[src/design/teq_pkg.sv]
// ----------------------------------------------------------------------------
// Timer expiry queue package
// Shared types and command codes for the timer expiry queue.
// ----------------------------------------------------------------------------
package teq_pkg;

   localparam int TIME_W = 48;
   localparam int ID_W   = 32;
   localparam int HND_W  = 32;
   localparam int ORD_W  = 32;
   localparam int CMD_W  = 2;

   localparam logic [CMD_W-1:0] CMD_ADD    = 2'd0;
   localparam logic [CMD_W-1:0] CMD_REMOVE = 2'd1;
   localparam logic [CMD_W-1:0] CMD_TICK   = 2'd2;

   // One timer entry as it is kept in the slot memory.
   typedef struct packed {
      logic [TIME_W-1:0] deadline;
      logic [TIME_W-1:0] period;
      logic [ID_W-1:0]   id;
      logic [HND_W-1:0]  handle;
      logic [ORD_W-1:0]  order;
   } slot_type;

   // Control of the scan unit from the sequencer.
   typedef struct packed {
      logic clr;
      logic cand_vld;
      logic match_id;
   } scan_ctl_type;

endpackage

[src/design/teq_ram.sv]
// ----------------------------------------------------------------------------
// Generic RAM
// One write port and one read port; the read data is registered.
// ----------------------------------------------------------------------------
module teq_ram #(
   parameter int WIDTH = 8,
   parameter int DEPTH = 16
) (
   input  logic                                        clock,
   input  logic                                        wr_en,
   input  logic [((DEPTH > 1) ? $clog2(DEPTH) : 1)-1:0] wr_addr,
   input  logic [WIDTH-1:0]                            wr_data,
   input  logic                                        rd_en,
   input  logic [((DEPTH > 1) ? $clog2(DEPTH) : 1)-1:0] rd_addr,
   output logic [WIDTH-1:0]                            rd_data
);

   logic [WIDTH-1:0] mem_ff [DEPTH];
   logic [WIDTH-1:0] rd_data_ff;

   always_ff @(posedge clock) begin
      if (wr_en) begin
         mem_ff[wr_addr] <= wr_data;
      end
      if (rd_en) begin
         rd_data_ff <= mem_ff[rd_addr];
      end
   end

   assign rd_data = rd_data_ff;

endmodule

[src/design/teq_scan.sv]
// ----------------------------------------------------------------------------
// Timer expiry queue scan unit
// Shared compare unit that keeps the earliest eligible entry seen in a scan.
// ----------------------------------------------------------------------------
module teq_scan #(
   parameter int SLOTS = 16
) (
   input  logic                                        clock,
   input  logic                                        reset,
   input  teq_pkg::scan_ctl_type                       ctl,
   input  logic [teq_pkg::ID_W-1:0]                    target_id,
   input  teq_pkg::slot_type                           cand,
   input  logic                                        cand_live,
   input  logic [((SLOTS > 1) ? $clog2(SLOTS) : 1)-1:0] cand_idx,
   output logic                                        best_found,
   output logic [((SLOTS > 1) ? $clog2(SLOTS) : 1)-1:0] best_idx,
   output teq_pkg::slot_type                           best
);

   localparam int IDX_W = (SLOTS > 1) ? $clog2(SLOTS) : 1;
   localparam int KEY_W = teq_pkg::TIME_W + teq_pkg::ORD_W;

   logic                 found_ff, found_in;
   logic [IDX_W-1:0]     idx_ff, idx_in;
   teq_pkg::slot_type    best_ff, best_in;
   logic                 eligible;
   logic                 earlier;
   logic [KEY_W-1:0]     cand_key;
   logic [KEY_W-1:0]     best_key;

   // Deadline first; among equal deadlines the lower order stamp wins.
   assign cand_key = {cand.deadline, cand.order};
   assign best_key = {best_ff.deadline, best_ff.order};
   assign earlier  = cand_key < best_key;
   assign eligible = ctl.cand_vld && cand_live && (!ctl.match_id || cand.id == target_id);

   always_comb begin
      found_in = found_ff;
      idx_in   = idx_ff;
      best_in  = best_ff;
      if (ctl.clr) begin
         found_in = 1'b0;
      end else if (eligible && (!found_ff || earlier)) begin
         found_in = 1'b1;
         idx_in   = cand_idx;
         best_in  = cand;
      end
   end

   always_ff @(posedge clock) begin
      if (reset) begin
         found_ff <= 1'b0;
      end else begin
         found_ff <= found_in;
      end
      idx_ff  <= idx_in;
      best_ff <= best_in;
   end

   assign best_found = found_ff;
   assign best_idx   = idx_ff;
   assign best       = best_ff;

endmodule

[src/design/timer_expiry_queue_unit.sv]
// ----------------------------------------------------------------------------
// Timer expiry queue unit
// Table of software timers with add, remove and tick commands.
// ----------------------------------------------------------------------------
// The block keeps up to SLOTS timers in a slot memory and takes one command
// transaction at a time: add stores a timer in the lowest free slot and hands
// out the next id, remove deletes the earliest timer with a given id, and tick
// fires the earliest timer whose deadline has passed, re-arming it at now plus
// its period or freeing it when it is one-shot. Every result transaction also
// reports the earliest pending deadline and its period after the command. All
// slot reads go through one memory read port, one slot per cycle, into a single
// shared compare unit, so a command costs one or two full scans of the table:
// an add walks the valid bits to find a free slot or see that the table is
// full, then runs a summary scan, while remove and tick run two scans with an
// update step between them, plus a re-arm write when a periodic timer fires.
// The request side is ready only while the sequencer is idle; a finished result
// waits in an output register, so the next request can be taken before the
// previous result has been read.
// ----------------------------------------------------------------------------
module timer_expiry_queue_unit #(
   parameter int SLOTS = 16
) (
   input  logic                          clock,
   input  logic                          reset,
   input  logic                          req_valid,
   output logic                          req_ready,
   input  logic [teq_pkg::CMD_W-1:0]     req_cmd,
   input  logic [teq_pkg::TIME_W-1:0]    req_deadline,
   input  logic [teq_pkg::TIME_W-1:0]    req_period,
   input  logic [teq_pkg::ID_W-1:0]      req_target_id,
   input  logic [teq_pkg::HND_W-1:0]     req_event_handle,
   input  logic [teq_pkg::TIME_W-1:0]    req_now,
   output logic                          rsp_valid,
   input  logic                          rsp_ready,
   output logic                          rsp_status,
   output logic [teq_pkg::ID_W-1:0]      rsp_assigned_id,
   output logic                          rsp_fired,
   output logic [teq_pkg::ID_W-1:0]      rsp_fired_id,
   output logic [teq_pkg::HND_W-1:0]     rsp_fired_handle,
   output logic                          rsp_armed,
   output logic [teq_pkg::TIME_W-1:0]    rsp_next_deadline,
   output logic [teq_pkg::TIME_W-1:0]    rsp_next_period
);

   localparam int IDX_W  = (SLOTS > 1) ? $clog2(SLOTS) : 1;
   localparam int CNT_W  = $clog2(SLOTS + 1);
   localparam int SLOT_W = $bits(teq_pkg::slot_type);
   localparam logic [CNT_W-1:0] CNT_END = CNT_W'(SLOTS);

   // Sequencer states.
   typedef enum logic [6:0] {
      ST_IDLE  = 7'b0000001,
      ST_FREE  = 7'b0000010,
      ST_SCAN1 = 7'b0000100,
      ST_ACT   = 7'b0001000,
      ST_REARM = 7'b0010000,
      ST_SCAN2 = 7'b0100000,
      ST_DONE  = 7'b1000000
   } state_type;

   state_type state_ff, state_in;

   // Latched request.
   logic [teq_pkg::CMD_W-1:0]  cmd_ff, cmd_in;
   logic [teq_pkg::TIME_W-1:0] deadline_ff, deadline_in;
   logic [teq_pkg::TIME_W-1:0] period_ff, period_in;
   logic [teq_pkg::ID_W-1:0]   target_ff, target_in;
   logic [teq_pkg::HND_W-1:0]  handle_ff, handle_in;
   logic [teq_pkg::TIME_W-1:0] now_ff, now_in;

   // Per-command results gathered before the summary scan.
   logic                       status_ff, status_in;
   logic [teq_pkg::ID_W-1:0]   assigned_ff, assigned_in;
   logic                       fired_ff, fired_in;
   logic [teq_pkg::ID_W-1:0]   fid_ff, fid_in;
   logic [teq_pkg::HND_W-1:0]  fh_ff, fh_in;

   // Table state.
   logic [SLOTS-1:0]           valid_ff, valid_in;
   logic [teq_pkg::ID_W-1:0]   id_cnt_ff, id_cnt_in;
   logic [teq_pkg::ORD_W-1:0]  ord_cnt_ff, ord_cnt_in;

   // Scan pipeline: the issue counter runs one slot ahead of the read data.
   logic [CNT_W-1:0]           issue_cnt_ff, issue_cnt_in;
   logic                       rd_vld_ff, rd_vld_in;
   logic [IDX_W-1:0]           rd_idx_ff, rd_idx_in;

   // Output register.
   logic                       rsp_valid_ff, rsp_valid_in;
   logic                       o_status_ff, o_status_in;
   logic [teq_pkg::ID_W-1:0]   o_assigned_ff, o_assigned_in;
   logic                       o_fired_ff, o_fired_in;
   logic [teq_pkg::ID_W-1:0]   o_fid_ff, o_fid_in;
   logic [teq_pkg::HND_W-1:0]  o_fh_ff, o_fh_in;
   logic                       o_armed_ff, o_armed_in;
   logic [teq_pkg::TIME_W-1:0] o_ndl_ff, o_ndl_in;
   logic [teq_pkg::TIME_W-1:0] o_nper_ff, o_nper_in;

   // Memory and scan unit connections.
   logic                       ram_wr_en;
   logic [IDX_W-1:0]           ram_wr_addr;
   teq_pkg::slot_type          ram_wr_data;
   logic                       ram_rd_en;
   logic [SLOT_W-1:0]          ram_rd_data;
   teq_pkg::slot_type          cand;
   teq_pkg::scan_ctl_type      scan_ctl;
   logic                       best_found;
   logic [IDX_W-1:0]           best_idx;
   teq_pkg::slot_type          best;

   logic                       scanning;
   logic                       scan_done;
   logic                       req_fire;
   logic [teq_pkg::TIME_W:0]   rearm_sum;
   logic [teq_pkg::TIME_W-1:0] rearm_dl;

   assign req_ready = (state_ff == ST_IDLE);
   assign req_fire  = req_valid && req_ready;
   assign scanning  = (state_ff == ST_SCAN1) || (state_ff == ST_SCAN2);
   assign ram_rd_en = scanning && (issue_cnt_ff != CNT_END);
   assign scan_done = scanning && !ram_rd_en && !rd_vld_ff;
   assign cand      = teq_pkg::slot_type'(ram_rd_data);

   // Re-arm deadline saturates at the top of the time range.
   assign rearm_sum = {1'b0, now_ff} + {1'b0, best.period};
   assign rearm_dl  = rearm_sum[teq_pkg::TIME_W] ? '1 : rearm_sum[teq_pkg::TIME_W-1:0];

   always_comb begin
      state_in      = state_ff;
      cmd_in        = cmd_ff;
      deadline_in   = deadline_ff;
      period_in     = period_ff;
      target_in     = target_ff;
      handle_in     = handle_ff;
      now_in        = now_ff;
      status_in     = status_ff;
      assigned_in   = assigned_ff;
      fired_in      = fired_ff;
      fid_in        = fid_ff;
      fh_in         = fh_ff;
      valid_in      = valid_ff;
      id_cnt_in     = id_cnt_ff;
      ord_cnt_in    = ord_cnt_ff;
      issue_cnt_in  = issue_cnt_ff;
      rd_vld_in     = ram_rd_en;
      rd_idx_in     = issue_cnt_ff[IDX_W-1:0];
      rsp_valid_in  = rsp_valid_ff && !rsp_ready;
      o_status_in   = o_status_ff;
      o_assigned_in = o_assigned_ff;
      o_fired_in    = o_fired_ff;
      o_fid_in      = o_fid_ff;
      o_fh_in       = o_fh_ff;
      o_armed_in    = o_armed_ff;
      o_ndl_in      = o_ndl_ff;
      o_nper_in     = o_nper_ff;
      ram_wr_en     = 1'b0;
      ram_wr_addr   = issue_cnt_ff[IDX_W-1:0];
      ram_wr_data   = '{deadline: deadline_ff, period: period_ff,
                        id: id_cnt_ff + 1'b1, handle: handle_ff, order: ord_cnt_ff};
      scan_ctl.clr      = 1'b0;
      scan_ctl.cand_vld = rd_vld_ff;
      scan_ctl.match_id = (state_ff == ST_SCAN1) && (cmd_ff == teq_pkg::CMD_REMOVE);

      if (scanning && ram_rd_en) begin
         issue_cnt_in = issue_cnt_ff + 1'b1;
      end

      case (state_ff)
         ST_IDLE: begin
            if (req_fire) begin
               cmd_in       = req_cmd;
               deadline_in  = req_deadline;
               period_in    = req_period;
               target_in    = req_target_id;
               handle_in    = req_event_handle;
               now_in       = req_now;
               status_in    = 1'b0;
               assigned_in  = '0;
               fired_in     = 1'b0;
               fid_in       = '0;
               fh_in        = '0;
               issue_cnt_in = '0;
               scan_ctl.clr = 1'b1;
               case (req_cmd)
                  teq_pkg::CMD_ADD:    state_in = ST_FREE;
                  teq_pkg::CMD_REMOVE: state_in = ST_SCAN1;
                  teq_pkg::CMD_TICK:   state_in = ST_SCAN1;
                  default:             state_in = ST_SCAN2;
               endcase
            end
         end
         ST_FREE: begin
            // Walk the valid bits from slot 0 for the lowest free slot.
            if (issue_cnt_ff == CNT_END) begin
               status_in    = 1'b1;
               issue_cnt_in = '0;
               scan_ctl.clr = 1'b1;
               state_in     = ST_SCAN2;
            end else if (!valid_ff[issue_cnt_ff[IDX_W-1:0]]) begin
               ram_wr_en    = 1'b1;
               valid_in[issue_cnt_ff[IDX_W-1:0]] = 1'b1;
               id_cnt_in    = id_cnt_ff + 1'b1;
               ord_cnt_in   = ord_cnt_ff + 1'b1;
               assigned_in  = id_cnt_ff + 1'b1;
               issue_cnt_in = '0;
               scan_ctl.clr = 1'b1;
               state_in     = ST_SCAN2;
            end else begin
               issue_cnt_in = issue_cnt_ff + 1'b1;
            end
         end
         ST_SCAN1: begin
            if (scan_done) begin
               state_in = ST_ACT;
            end
         end
         ST_ACT: begin
            issue_cnt_in = '0;
            scan_ctl.clr = 1'b1;
            state_in     = ST_SCAN2;
            case (cmd_ff)
               teq_pkg::CMD_REMOVE: begin
                  if (best_found) begin
                     valid_in[best_idx] = 1'b0;
                  end
               end
               teq_pkg::CMD_TICK: begin
                  if (best_found && now_ff >= best.deadline) begin
                     fired_in = 1'b1;
                     fid_in   = best.id;
                     fh_in    = best.handle;
                     if (best.period != '0) begin
                        // Keep the scan result intact for the re-arm write.
                        scan_ctl.clr = 1'b0;
                        state_in     = ST_REARM;
                     end else begin
                        valid_in[best_idx] = 1'b0;
                     end
                  end
               end
               default: begin
               end
            endcase
         end
         ST_REARM: begin
            ram_wr_en    = 1'b1;
            ram_wr_addr  = best_idx;
            ram_wr_data  = '{deadline: rearm_dl, period: best.period, id: best.id,
                             handle: best.handle, order: ord_cnt_ff};
            ord_cnt_in   = ord_cnt_ff + 1'b1;
            issue_cnt_in = '0;
            scan_ctl.clr = 1'b1;
            state_in     = ST_SCAN2;
         end
         ST_SCAN2: begin
            if (scan_done) begin
               state_in = ST_DONE;
            end
         end
         ST_DONE: begin
            // Publish once the output register is free.
            if (!rsp_valid_ff || rsp_ready) begin
               rsp_valid_in  = 1'b1;
               o_status_in   = status_ff;
               o_assigned_in = assigned_ff;
               o_fired_in    = fired_ff;
               o_fid_in      = fid_ff;
               o_fh_in       = fh_ff;
               o_armed_in    = best_found;
               o_ndl_in      = best_found ? best.deadline : '0;
               o_nper_in     = best_found ? best.period : '0;
               state_in      = ST_IDLE;
            end
         end
         default: begin
            state_in = ST_IDLE;
         end
      endcase
   end

   always_ff @(posedge clock) begin
      if (reset) begin
         state_ff     <= ST_IDLE;
         valid_ff     <= '0;
         id_cnt_ff    <= '0;
         ord_cnt_ff   <= '0;
         issue_cnt_ff <= '0;
         rd_vld_ff    <= 1'b0;
         rsp_valid_ff <= 1'b0;
      end else begin
         state_ff     <= state_in;
         valid_ff     <= valid_in;
         id_cnt_ff    <= id_cnt_in;
         ord_cnt_ff   <= ord_cnt_in;
         issue_cnt_ff <= issue_cnt_in;
         rd_vld_ff    <= rd_vld_in;
         rsp_valid_ff <= rsp_valid_in;
      end
      cmd_ff        <= cmd_in;
      deadline_ff   <= deadline_in;
      period_ff     <= period_in;
      target_ff     <= target_in;
      handle_ff     <= handle_in;
      now_ff        <= now_in;
      status_ff     <= status_in;
      assigned_ff   <= assigned_in;
      fired_ff      <= fired_in;
      fid_ff        <= fid_in;
      fh_ff         <= fh_in;
      rd_idx_ff     <= rd_idx_in;
      o_status_ff   <= o_status_in;
      o_assigned_ff <= o_assigned_in;
      o_fired_ff    <= o_fired_in;
      o_fid_ff      <= o_fid_in;
      o_fh_ff       <= o_fh_in;
      o_armed_ff    <= o_armed_in;
      o_ndl_ff      <= o_ndl_in;
      o_nper_ff     <= o_nper_in;
   end

   teq_ram #(
      .WIDTH (SLOT_W),
      .DEPTH (SLOTS)
   ) u_slot_ram (
      .clock   (clock),
      .wr_en   (ram_wr_en),
      .wr_addr (ram_wr_addr),
      .wr_data (SLOT_W'(ram_wr_data)),
      .rd_en   (ram_rd_en),
      .rd_addr (issue_cnt_ff[IDX_W-1:0]),
      .rd_data (ram_rd_data)
   );

   teq_scan #(
      .SLOTS (SLOTS)
   ) u_scan (
      .clock      (clock),
      .reset      (reset),
      .ctl        (scan_ctl),
      .target_id  (target_ff),
      .cand       (cand),
      .cand_live  (valid_ff[rd_idx_ff]),
      .cand_idx   (rd_idx_ff),
      .best_found (best_found),
      .best_idx   (best_idx),
      .best       (best)
   );

   assign rsp_valid         = rsp_valid_ff;
   assign rsp_status        = o_status_ff;
   assign rsp_assigned_id   = o_assigned_ff;
   assign rsp_fired         = o_fired_ff;
   assign rsp_fired_id      = o_fid_ff;
   assign rsp_fired_handle  = o_fh_ff;
   assign rsp_armed         = o_armed_ff;
   assign rsp_next_deadline = o_ndl_ff;
   assign rsp_next_period   = o_nper_ff;

   // An accepted request always starts the sequencer.
   a_req_starts: assert property (@(posedge clock) disable iff (reset)
      req_fire |=> state_ff != ST_IDLE)
      else $error("request accepted but sequencer stayed idle");

   // A new result is only published from the final state.
   a_rsp_from_done: assert property (@(posedge clock) disable iff (reset)
      $rose(rsp_valid_ff) |-> $past(state_ff == ST_DONE))
      else $error("result published outside the final state");

   // Re-arm only follows the tick update cycle.
   a_rearm_after_act: assert property (@(posedge clock) disable iff (reset)
      state_ff == ST_REARM |-> $past(state_ff == ST_ACT))
      else $error("re-arm entered out of sequence");

   // The scan issue counter never runs past the table.
   a_scan_bound: assert property (@(posedge clock) disable iff (reset)
      scanning |-> issue_cnt_ff <= CNT_END)
      else $error("scan counter past the last slot");

   // A fired timer never comes with a refused add.
   a_fire_no_full: assert property (@(posedge clock) disable iff (reset)
      rsp_valid_ff && o_fired_ff |-> !o_status_ff)
      else $error("fired and table full reported together");

endmodule
[config.mk]
export PLATFORM = sky130hd
export DESIGN_NAME = timer_expiry_queue_unit
export DESIGN_NICKNAME = d
export VERILOG_FILES = /design/src/design/teq_pkg.sv /design/src/design/teq_ram.sv /design/src/design/teq_scan.sv /design/src/design/timer_expiry_queue_unit.sv
export SDC_FILE = /design/constraint.sdc
export NUM_CORES = 2
export LEC_CHECK = 0
export BUFFER_PORTS_ARGS = -buffer_cell sky130_fd_sc_hd__buf_2
export CORE_MARGIN = 5
export CORE_UTILIZATION = 40
export DETAILED_ROUTE_END_ITERATION = 10
export HOLD_SLACK_MARGIN = 0.02
export SYNTH_ARGS = -nofsm -noshare
export SYNTH_HDL_FRONTEND = slang
export SYNTH_HIERARCHICAL = 1
export SYNTH_SLANG_ARGS = --single-unit
[constraint.sdc]
create_clock -name clock -period 16.6 [get_ports clock]
set_input_delay 3.32 -clock clock [delete_from_list [all_inputs] [get_ports clock]]
set_output_delay 3.32 -clock clock [all_outputs]
set_load 0.05 [all_outputs]
== After elaboration in Yosys (flattened, before gate mapping) ==
Memory sizes are Yosys's and may differ from the RTL's. A register that Yosys moved wholly into a read port is not among the register bits.
Index checks and enable logic that the tools add are counted.

* Flip-flop bits (word level): 798
* RAM bits: 3072
* Input port bits: 214
* Output and inout bits: 197
* Logic and storage cells: 188
* Memories: 1

* $add $sub $neg: 4
* Order comparisons: 7
* Equal/unequal tests: 28
* Muxes and demuxes: 66
* Bitwise gates (word level): 6
* Reductions and logical operators: 42

{| class="wikitable"
|+ Memory list
! memory !! words !! bits a word !! rd ports !! clocked after memory_dff !! wr ports !! line !! text
|-
| u_slot_ram.mem_ff || 16 || 192 || 1 || 1 || 1 || teq_ram.sv:18 || <nowiki>logic [WIDTH-1:0] mem_ff [DEPTH];</nowiki>
|}

{| class="wikitable"
|+ Operators with widths
! cell !! number
|-
| two-way mux 32 bit || 9
|-
| one-hot mux 32 bit (2 select lines) || 4
|-
| two-way mux 192 bit || 1
|-
| less-than comparator 80 bit || 1
|-
| two-way mux 16 bit || 5
|-
| adder 32 x 1 -> 32 bit, second input constant || 2
|-
| one-hot mux 16 bit (2 select lines) || 2
|-
| adder 48 x 48 -> 49 bit || 1
|-
| one-hot mux 7 bit (7 select lines) || 1
|-
| >= comparator 48 bit || 1
|-
| two-way mux 48 bit || 1
|-
| nonzero test 48 bit || 1
|-
| two-way mux 7 bit || 6
|-
| == test 32 bit || 1
|-
| two-way mux 5 bit || 4
|-
| two-way mux 1 bit || 19
|-
| two-way mux 6 bit || 3
|-
| bitwise AND 16 bit || 1
|-
| != test 2 bit, second input constant || 8
|-
| inverter 16 bit || 1
|-
| bitwise OR 16 bit || 1
|-
| less-than comparator 4 x 5 -> 1 bit, second input constant || 3
|-
| one-hot mux 5 bit (3 select lines) || 1
|-
| logical AND 1 bit || 13
|-
| other kinds (33) || 63
|}

== Logic depth before layout (Yosys ltp) ==
* Depth in word-level cells: 10
* Depth in mapped cells: 14
* Depth with buffers taken out: 14

== Cells and area by module ==
The synthesis kept the hierarchy.

{| class="wikitable"
|+ By module, submodules not included
! module !! instances !! cells each !! area each (um^2) !! sequential area each (um^2)
|-
| teq_ram || 1 || 5024 || 120724.5 || 98014.0
|-
| timer_expiry_queue_unit || 1 || 2272 || 26689.3 || 17066.4
|-
| teq_scan || 1 || 525 || 8237.9 || 5905.7
|}

== Worst setup path before layout ==
No wires, ideal clock.

* Path type: reg-to-reg
* Start: reg issue_cnt_ff[0]
* End: mem u_slot_ram/mem_ff[0][0] in the netlist's numbering, enable pin
* Library setup time: 0.979 ns
* Arrival: 15.513 ns
* Required time: 15.621 ns
* Path slack: 0.108 ns
* Stages on the path, launching flop included: 9
* Buffers on the path: 2
* Clock period less this slack: 16.492 ns
* Cell sequence: dfxtp_1 buf_4 mux4_2 mux4_2 or3_1 buf_2 nand2_4 or3b_2 nor3_1

* Cells in the longest elaborated chain, start to end: 7
* Elaborated cells on any way between the ends: 9
* Those cells by class: eq/ne (1); mux (8)

{| class="wikitable"
|+ RTL lines
! element !! line !! text
|-
| from (decl) || timer_expiry_queue_unit.sv:84 || <nowiki>logic [CNT_W-1:0] issue_cnt_ff, issue_cnt_in;</nowiki>
|-
| from (signal assigned) || timer_expiry_queue_unit.sv:295 || <nowiki>issue_cnt_ff <= issue_cnt_in;</nowiki>
|-
| binary-select mux 1 bit (select 4 bit) || timer_expiry_queue_unit.sv:199 || <nowiki>end else if (!valid_ff[issue_cnt_ff[IDX_W-1:0]]) begin</nowiki>
|-
| two-way mux 1 bit (implied by the code) || timer_expiry_queue_unit.sv:199 ||
|-
| two-way mux 1 bit || timer_expiry_queue_unit.sv:199 ||
|-
| two-way mux 1 bit * || timer_expiry_queue_unit.sv:194 || <nowiki>if (issue_cnt_ff == CNT_END) begin</nowiki>
|-
| one-hot mux 1 bit (2 select lines) * || timer_expiry_queue_unit.sv:168 || <nowiki>case (state_ff)</nowiki>
|-
| net ram_wr_en || timer_expiry_queue_unit.sv:100 || <nowiki>logic ram_wr_en;</nowiki>
|-
| two-way mux 1 bit * || teq_ram.sv:22 || <nowiki>if (wr_en) begin</nowiki>
|-
| two-way mux 1 bit (implied by the code) * || teq_ram.sv:23 || <nowiki>mem_ff[wr_addr] <= wr_data;</nowiki>
|-
| to (decl) || teq_ram.sv:18 ||
|}

The timed path passes the listed nets; every way through them passes the cells marked *. The select of a mux whose other input is x is not followed.

== Worst setup path after layout ==
* Start: reg issue_cnt_ff[0]
* End: mem u_slot_ram/mem_ff[0][29] in the netlist's numbering, enable pin

Same word-level chain as after synthesis.

==> flow_metrics.tcl <==
set metrics [dict create \
    status "complete, no violations" \
    worstSetupPathType "reg -> reg" \
    ys_types 65 \
    dr.pass1.iters 5 \
    required_ns 17.14 \
    start_kind "flip-flop" \
    topRoutingLayerUsed "met5" \
    drt_wl_total_um 435000 \
    remaining_drc_errors 0 \
    avgSynthCellArea_um2 19.9 \
    cts_setup_buffers 0 \
    fill_cells 32500 \
    relSlewSlack_pct 10.0 \
    clkTransAtPathRegs_ns 0.06 \
    nNetsFinal 8864 \
    clock_path_buffers 4 \
    die_x_um 634 \
    antenna_found_initial 31 \
    finalInstanceArea_um2 178000 \
    via_per_inst 5.72 \
    drt.antenna.violating_nets 0 \
    setup_viol 0 \
    syn-num-nets 8221 \
    die_h_um 634 \
    ir_worst_vdd_mv 0.0982 \
    area_growth_syn_to_layout_pct 14.2 \
    grt.total_usage_pct 21.2 \
    fmax_mhz 132 \
    post-route-period-util_pct 45.5 \
    gp_congestion 0.894 \
    cts_hold_buf 0 \
    vias 80200 \
    synth-seq-cells 4062 \
    dpl-instance-area_um2 164000 \
    start_util_pct 40.1 \
    yosysSeqAreaShare_pct 77.7 \
    syn_area_um2 156000 \
    drive_above_1_share_pct 22.5 \
    reg2regPathDepth 10 \
    portBuffers 410 \
    p_leak_nw 56.7 \
    grt_pass1_wl_um 614000 \
    setup_tns_ns 0 \
    synthArstFlopShare_pct 0 \
    hold_path.class "reg -> reg" \
    grt_overflow 0 \
    rsz0062_at_grt "no" \
    synth_flop_cell "edfxtp_1" \
    critPathMaxFanout 48 \
    grt_max_degree 114 \
    drt_iter0_markers 8862 \
    cp_data_arrival_time_ns 8.10 \
    dr_wl_met3_um 31700 \
    hold_viol 0 \
    cts_tree "built" \
    hpwl_um 247000 \
    slew_violations 0 \
    die_area_um2 402000 \
    met2_wirelength_um 209000 \
    synth-edff-count 3963 \
    insertion_delay_ns 0.96 \
    wl_per_cell_um 31.0 \
    worst_slew_pin_slew_ns 1.35 \
    grt_pass1_vias 81800 \
    p_per_area_nw_per_um2 128 \
    post_cts_resize_count 0 \
    syn_inst 7821 \
    skew_ns 0.0599 \
    row_count 229 \
    timing.final.crit_period_ns 7.56 \
    end_kind "flip-flop" \
    holdPathStages 0 \
    io_pins 411 \
    m1WireLength_um 176000 \
    yosysWarnings 6 \
    coreArea_um2 388000 \
    maxCapViolCount 0 \
    cts_buffers 411 \
    cts_root_buf "clkbuf_16" \
    cts_num_sinks 4062 \
    htree_levels 5 \
]
[path summary, 6_finish.rpt]
path                            slack, ns                     from                       end
worst max-delay path                 9.04          issue_cnt_ff[0]  u_slot_ram/mem_ff[0][29]
worst min-delay path                 0.40  u_slot_ram/rd_data[131]          u_scan/best[131]
worst max register to register       9.04          issue_cnt_ff[0]  u_slot_ram/mem_ff[0][29]
worst min register to register       0.40  u_slot_ram/rd_data[131]          u_scan/best[131]
[cell families after synthesis]
group,synth area share [%]
muxes,11.3
adders and majority gates,1.50
xor gates and xnor gates,0.850
and+or+nand+nor,3.43
buffers and inverters,1.43
DFF,77.7
AOI/OAI and AO/OA,3.75
[sequential cells by signal (all words and copies together) (netlist names), 5 cells and up]
signal,flops
handle_ff,32
rsp_next_deadline,48
valid_ff,16
u_scan/best,192
deadline_ff,48
ord_cnt_ff,32
rsp_assigned_id,32
state_ff,7
rsp_fired_handle,32
id_cnt_ff,32
u_slot_ram/rd_data,192
rsp_next_period,48
issue_cnt_ff,5
rsp_fired_id,32
u_slot_ram/mem_ff,3072
now_ff,48
assigned_ff,32
period_ff,48
target_ff,32
fid_ff,32
fh_ff,32
[per-layer routing]
| layer | global-route usage (%) | up-vias |
|---|---|---|
| met4 | 7.63 | 14 |
| li1 | - | 33000 |
| met5 | 0 | - |
| met1 | 29.2 | 42900 |
| met2 | 34.6 | 3456 |
| met3 | 3.30 | 729 |
[report_power, final]
part           switching, W  total, W  internal [W]
logic               0.00109   0.00158      0.000484
registers          0.000159    0.0120        0.0118
clock network       0.00393   0.00913       0.00521
[synthesized netlist by cell type, drive strengths merged (51+ instances only)]
library cell / instances / area, um^2
edfxtp: 3963 / 119000
mux4: 727 / 16400
nand2: 517 / 1950
a22oi: 332 / 2490
nor2: 290 / 1090
a21oi: 230 / 1150
clkbuf: 188 / 706
ha: 185 / 2310
buf: 170 / 930
inv: 155 / 582
mux2i: 124 / 1240
and2: 121 / 757
xor2: 100 / 876
dfxtp: 99 / 1980
o21ai: 66 / 330
a21o: 65 / 488
xnor2: 51 / 447
[layout make-up]
class | instances | area, um^2 | share of cell area (%)
Inverter | 156 | 601 | 0.338
Multi-Input combinational cell | 3245 | 32700 | 18.4
Sequential cell | 4062 | 121000 | 68.1
Antenna cell | 14 | 35.0 | 0.0197
Timing Repair Buffer | 588 | 3630 | 2.04
Tap cell | 5197 | 6500 | 3.66
Clock buffer | 507 | 10800 | 6.08
Clock inverter | 255 | 2450 | 1.38
[stage by stage]
stage	instances	hold WS, ns	util, %	setup WS (ns)	power (W)
floorplan	7821	0.378	-	0.108	0.0132
global placement	13200	0.401	42.3	9.06	0.0138
detailed placement	13200	0.405	42.4	8.94	0.0138
CTS	14000	0.403	45.8	8.95	0.0229
global route	14000	0.407	45.8	8.74	0.0235
finish	14000	0.403	45.8	9.04	0.0227
[cell usage in the layout, fill, tap and decap left out, drive strengths merged, types with 36 or more instances in the layout]
cell and instances:
edfxtp 3963, mux4 727, buf 588, nand2 517
clkbuf 507, a22oi 332, nor2 290, a21oi 230
ha 185, clkinv 181, inv 176, mux2i 124
and2 121, xor2 100, dfxtp 99, o21ai 66
a21o 65, xnor2 51, nand4 49, a211oi 47
nand3 46, bufinv 36
[critical path: stages, from the launching register on]
cell	delay (ns)
dfxtp_4	0.76
buf_4	0.85
mux4_2	0.61
mux4_2	0.55
or3_1	0.74
nand2_4	0.32
or3b_2	0.61
nor3_2	0.21
buf_4	0.62
buf_4	0.80
buf_4	0.87
No activity file was read; power rests on OpenSTA's default activity.
